$ cat src/sv/dblc_pkg.sv
`timescale 1ns / 1ps
// ----------------------------------------------------------------------------
// dblc_pkg
// shared widths, request codes and controller/datapath interface types
// ----------------------------------------------------------------------------
package dblc_pkg;

    localparam int SZ_W           = 7;    // size register
    localparam int SZ_MAX         = (1 << SZ_W) - 1;
    localparam int IDX_W          = 6;    // row / column index fields
    localparam int DIS_W          = 16;   // dissimilarity, unsigned q8.8
    localparam int SQ_W           = 32;   // squared entry, q16.16
    localparam int RS_W           = 38;   // row sum
    localparam int TOT_W          = 44;   // grand total
    localparam int DIVD_W         = 44;   // divider dividend
    localparam int DVS_W          = 14;   // divider divisor, holds n*n
    localparam int ACC_W          = 47;   // signed centering accumulator
    localparam int OUT_W          = 33;   // signed q16.16 result
    localparam int DIV_RADIX_BITS = 2;    // quotient bits per divider cycle

    localparam logic [SZ_W-1:0] SIZE_RESET = 7'd64;

    // request types
    localparam logic [1:0] REQ_START = 2'd0;
    localparam logic [1:0] REQ_LOAD  = 2'd1;
    localparam logic [1:0] REQ_READ  = 2'd2;

    // accumulator operations
    localparam logic [1:0] ACC_NONE = 2'd0;
    localparam logic [1:0] ACC_INIT = 2'd1;
    localparam logic [1:0] ACC_ADD  = 2'd2;
    localparam logic [1:0] ACC_SUB  = 2'd3;

    // divider operand sources
    localparam logic [1:0] DIV_SRC_RAM = 2'd0;
    localparam logic [1:0] DIV_SRC_RSB = 2'd1;
    localparam logic [1:0] DIV_SRC_TOT = 2'd2;

    typedef struct packed {
        logic       accept;
        logic       clear;
        logic       emit_err;
        logic       emit_ok;
        logic       ld_mul;
        logic       ld_write;
        logic       nn_load;
        logic       cap_d2;
        logic       cap_rsb;
        logic       rs_sel_col;
        logic       div_start;
        logic [1:0] div_src;
        logic [1:0] acc_op;
    } t_dp_cmd;

    typedef struct packed {
        logic in_range;
        logic diag;
        logic div_done;
    } t_dp_stat;

endpackage

$ cat src/sv/dblc_ctrl.sv
`timescale 1ns / 1ps
// ----------------------------------------------------------------------------
// dblc_ctrl
// request sequencer for loads, reads and clears
// ----------------------------------------------------------------------------
module dblc_ctrl import dblc_pkg::*; (
    input  logic       i_clk,
    input  logic       i_rst_n,
    input  logic       i_start,
    input  logic [1:0] i_req_type,
    input  t_dp_stat   i_stat,
    output t_dp_cmd    o_cmd,
    output logic       o_busy
);

    localparam logic [3:0] S_IDLE = 4'd0;
    localparam logic [3:0] S_LD0  = 4'd1;
    localparam logic [3:0] S_LD1  = 4'd2;
    localparam logic [3:0] S_RD0  = 4'd3;
    localparam logic [3:0] S_RD1  = 4'd4;
    localparam logic [3:0] S_RD2  = 4'd5;
    localparam logic [3:0] S_DIV1 = 4'd6;
    localparam logic [3:0] S_DIV2 = 4'd7;
    localparam logic [3:0] S_DIV3 = 4'd8;
    localparam logic [3:0] S_FIN  = 4'd9;

    logic [3:0] r_state;
    logic [3:0] n_state;

    always_comb begin
        o_cmd   = '0;
        n_state = r_state;
        case (r_state)
            S_IDLE: begin
                if (i_start) begin
                    o_cmd.accept = 1'b1;
                    case (i_req_type)
                        REQ_START: o_cmd.clear = 1'b1;
                        REQ_LOAD: begin
                            if (i_stat.in_range && !i_stat.diag) begin
                                n_state = S_LD0;
                            end
                        end
                        REQ_READ: begin
                            if (i_stat.in_range) begin
                                n_state = S_RD0;
                            end else begin
                                o_cmd.emit_err = 1'b1;
                            end
                        end
                        default: ;
                    endcase
                end
            end
            S_LD0: begin
                o_cmd.ld_mul = 1'b1;
                n_state      = S_LD1;
            end
            S_LD1: begin
                o_cmd.ld_write = 1'b1;
                n_state        = S_IDLE;
            end
            S_RD0: begin
                o_cmd.nn_load = 1'b1;
                n_state       = S_RD1;
            end
            S_RD1: begin
                o_cmd.cap_d2     = 1'b1;
                o_cmd.div_start  = 1'b1;
                o_cmd.div_src    = DIV_SRC_RAM;
                o_cmd.rs_sel_col = 1'b1;
                n_state          = S_RD2;
            end
            S_RD2: begin
                o_cmd.cap_rsb = 1'b1;
                n_state       = S_DIV1;
            end
            S_DIV1: begin
                if (i_stat.div_done) begin
                    o_cmd.acc_op    = ACC_INIT;
                    o_cmd.div_start = 1'b1;
                    o_cmd.div_src   = DIV_SRC_RSB;
                    n_state         = S_DIV2;
                end
            end
            S_DIV2: begin
                if (i_stat.div_done) begin
                    o_cmd.acc_op    = ACC_ADD;
                    o_cmd.div_start = 1'b1;
                    o_cmd.div_src   = DIV_SRC_TOT;
                    n_state         = S_DIV3;
                end
            end
            S_DIV3: begin
                if (i_stat.div_done) begin
                    o_cmd.acc_op = ACC_SUB;
                    n_state      = S_FIN;
                end
            end
            S_FIN: begin
                o_cmd.emit_ok = 1'b1;
                n_state       = S_IDLE;
            end
            default: n_state = S_IDLE;
        endcase
    end

    always_ff @(posedge i_clk) begin
        if (!i_rst_n) begin
            r_state <= S_IDLE;
        end else begin
            r_state <= n_state;
        end
    end

    assign o_busy = (r_state != S_IDLE);

endmodule

$ cat config.mk
export PLATFORM = sky130hd
export DESIGN_NAME = dblc_ctrl
export DESIGN_NICKNAME = d
export VERILOG_FILES = /design/src/sv/dblc_pkg.sv /design/src/sv/dblc_ctrl.sv
export SDC_FILE = /design/constraint.sdc
export NUM_CORES = 1
export LEC_CHECK = 0
export BUFFER_PORTS_ARGS = -buffer_cell sky130_fd_sc_hd__buf_2
export CORE_AREA = 2 2 39 41
export CTS_CLUSTER_SIZE = 40
export DETAILED_ROUTE_END_ITERATION = 12
export DIE_AREA = 0 0 41 43
export PLACE_DENSITY = 0.66
export SYNTH_ARGS = -nofsm -noshare
export SYNTH_HDL_FRONTEND = slang
export SYNTH_SLANG_ARGS = --single-unit
$ cat constraint.sdc
create_clock -name i_clk -period 1.35 [get_ports i_clk]
set_clock_uncertainty 0.05 [all_clocks]
set_input_delay 0 -clock i_clk [delete_from_list [all_inputs] [get_ports i_clk]]
set_output_delay 0 -clock i_clk [all_outputs]
set_load 0.01 [all_outputs]
==> reports/results.ini <==
[run_status]
status = finished, violations left
violations_in_the_final_reports = negative setup slack

[synth]
netlist_instances = 58
synth-compound-area-share_pct = 18.4
dominant_combinational_cell_family_by_area_after_synthesis = simple AND/OR/NAND/NOR gates
post_synth_xor_area_fraction_pct = 2.22
synthesis.area_um2 = 395
netlist-cell-type-count = 26
net_count_after_synthesis = 66
synth_seq_cells = 4
post_synth.cell_area_avg_um2 = 6.82
yosys_warnings = 0
seq_area_frac_synth_pct = 20.3
synthAdderAreaFrac_pct = 0
multiplexer_fraction_of_the_synthesized_cell_area_pct = 2.53
synthSimpleGateAreaFrac_pct = 46.5

[clock_tree]
clock_tree.buffer_depth = 2
clkTransAtPathRegs_ns = 0.04
cts_num_sinks = 4
clock_root_cell = clkbuf_4
cts.htree.levels = 1
cts_made_buffers = 3
tritoncts = built
clk_latency_ns = 0.24

[global_routing]
global_route.overflow_total = 0
grt_use_total_pct = 16.9
number_of_antenna_violations_at_the_first_check_in_global_routing = 0
grt_max_degree = 11
grt_pass1_wl_um = 1920
first_global_vias = 463

[placed_design]
detailed_place_hpwl_um = 823
place_worst_setup_slack_ns = -0.0289
quantity_of_i_o_buffers_inserted_on_ports = 23
placement.cell_area_um2 = 563
place.gp.congestion = 0.759

[drt]
drc = 0
vias = 594
drt-total-wl_um = 1540
wire_per_inst_um = 13.2
via_per_inst = 5.08
ant_nets = 0
drtPass1Iterations = 4
drt-initial-drc-count = 11

[critical_path]
reg2reg_depth = 5
timing.critical_path.arrival_ns = 1.58
crit_end = r_state[0]$_SDFFE_PN0P_
crit_required_ns = 1.42
regToRegSetupSlack_ns = -0.16
path_max_fanout = 3
worst_setup_path_startpoint = r_state[1]$_SDFFE_PN0P_
end_kind = flip-flop
setup.worst_path.start_class = flip-flop
r2r-start = r_state[1]$_SDFFE_PN0P_
timing.setup.critical_path_class = reg2reg
timing.rr.end = r_state[0]$_SDFFE_PN0P_

[layout]
stdcell_area_um2 = 858
seq_area_um2 = 83.8
largest_register_ff_count = 4
drive_gt1_share_pct = 65.3
multi_input_comb_area_um2 = 394
syn2layout_area_growth_pct = 117
fillers = 113
layout_common_cells = buf_2, buf_4, buf_6, nor2_1, nor3_1
final_net_count = 111
leading_registers_by_flop_count = r_state: 4 flops
antennaDiodeCount = 0
layout.cells.most_common = buf_2
regMostFlops = r_state
utilization_pct = 62.0

[timing]
postLayoutSetupSlackWorst_ns = -0.161
max_slew_headroom_at_the_worst_pin_pct = 66.4
final.setup.tns_ns = -1.11
tightestPinTransition_ns = 0.497
clock.fmax_mhz = 662
unrepaired_setup_endpoints_after_global_routing = true
hold_viol = 0
final.min_clock_period_ns = 1.51
period_share_pct = 112
timing.final.max_slew_violations = 0
setup-violations-final = 15

[floorplanning]
initial_core_util_pct = 28.6
cell_rows = 14
fp.dieArea_mm2 = 0.00176
die_width_um = 41
die_h_um = 43
design.core.area_mm2 = 0.00138
io_pins = 24

[power_and_ir_drop]
max-vdd-ir-drop_v = 0.000343
leakage_nw = 0.421
p_per_area_mw_per_mm2 = 522

[flow_run]
max-cap-violations = 0

[worst_hold_path]
min-delay-path-class = in2reg

power breakdown:
| part | switching, mW | internal (mW) | total, mW |
|---|---|---|---|
| clock network | 0.0542 | 0.0998 | 0.154 |
| registers | 0.00301 | 0.123 | 0.126 |
| logic | 0.0855 | 0.0826 | 0.168 |
| total | 0.143 | 0.306 | 0.448 |
per-layer routing:
metal  GRT usage, %  share of wire [%]  up-vias
met4           10.0                1.5        0
met2           25.0                 55       15
li1               -                  -      292
met5              0                  0        -
met1           18.6                 39      285
met3           7.85                4.6        2
logic make-up after synthesis:
family                    after synthesis
AOI/OAI and AO/OA                      10
xor gates and xnor gates                1
buffers and inverters                   8
DFF                                     4
muxes                                   1
and+or+nand+nor                        34
metrics by stage:
stage	hold slack [ns]	power, mW	instances
finish	0.0697	0.448	117
global route	0.104	0.483	117
CTS	0.0464	0.425	110
detailed placement	0.213	0.237	99
global placement	0.207	0.236	99
floorplan	0.000692	0.190	58
timing repair:
action                                 4_1_cts  5_1_grt
setup endpoints to repair                   11       15
gates resized for setup                     17       20
hold buffers                                 1        0
setup buffers                                7        7
endpoints found under the hold margin        1        0
pin swaps                                    4       10
worst min-delay path by stage:
stage | start | endpoint | slack (ns) | depth (start not counted)
after global placement | i_req_type[0] | o_cmd[13] | 0.21 | 3
final | i_stat[0] | r_state[0]$_SDFFE_PN0P_ | 0.07 | 4
after global routing | i_stat[0] | r_state[2]$_SDFFE_PN0P_ | 0.10 | 4
after detailed placement | i_req_type[0] | o_cmd[13] | 0.21 | 3
after floorplan | i_req_type[1] | o_cmd[13] | 0.0007 | 1
after CTS | i_stat[0] | r_state[0]$_SDFFE_PN0P_ | 0.05 | 4
synthesized netlist by cell type:
library cell	instances	area share, %
nor3_1	8	10
nor2_1	7	6.6
nand2b_1	5	7.9
dfxtp_1	4	20
nand2_1	4	3.8
inv_1	3	2.8
buf_2	2	2.5
buf_4	2	3.8
nand3_1	2	2.5
nand3b_1	2	3.8
nor3b_1	2	3.8
o21a_1	2	3.8
o21ai_1	2	2.5
a21oi_1	1	1.3
a21oi_2	1	2.2
clkbuf_1	1	0.95
mux2i_1	1	2.5
nor2b_1	1	1.6
nor4_1	1	1.6
nor4b_1	1	2.2
o21ai_0	1	1.3
o21bai_2	1	2.8
o311a_1	1	2.5
o31ai_1	1	1.9
or4b_1	1	2.5
xor2_1	1	2.2
critical path: stages (launching register included):
cell,delay [ns]
dfxtp_2,0.32
buf_4,0.13
or4b_1,0.48
a21oi_2,0.19
o21bai_4,0.15
o21ai_1,0.08
cell type report:
cell class | count | area share [%]
multi-input combinational | 46 | 45.9
timing repair buffer | 45 | 38.0
clock buffer | 3 | 2.62
sequential | 4 | 9.77
inverter | 3 | 1.31
tap | 16 | 2.33
(Power assumes the default switching activity.)
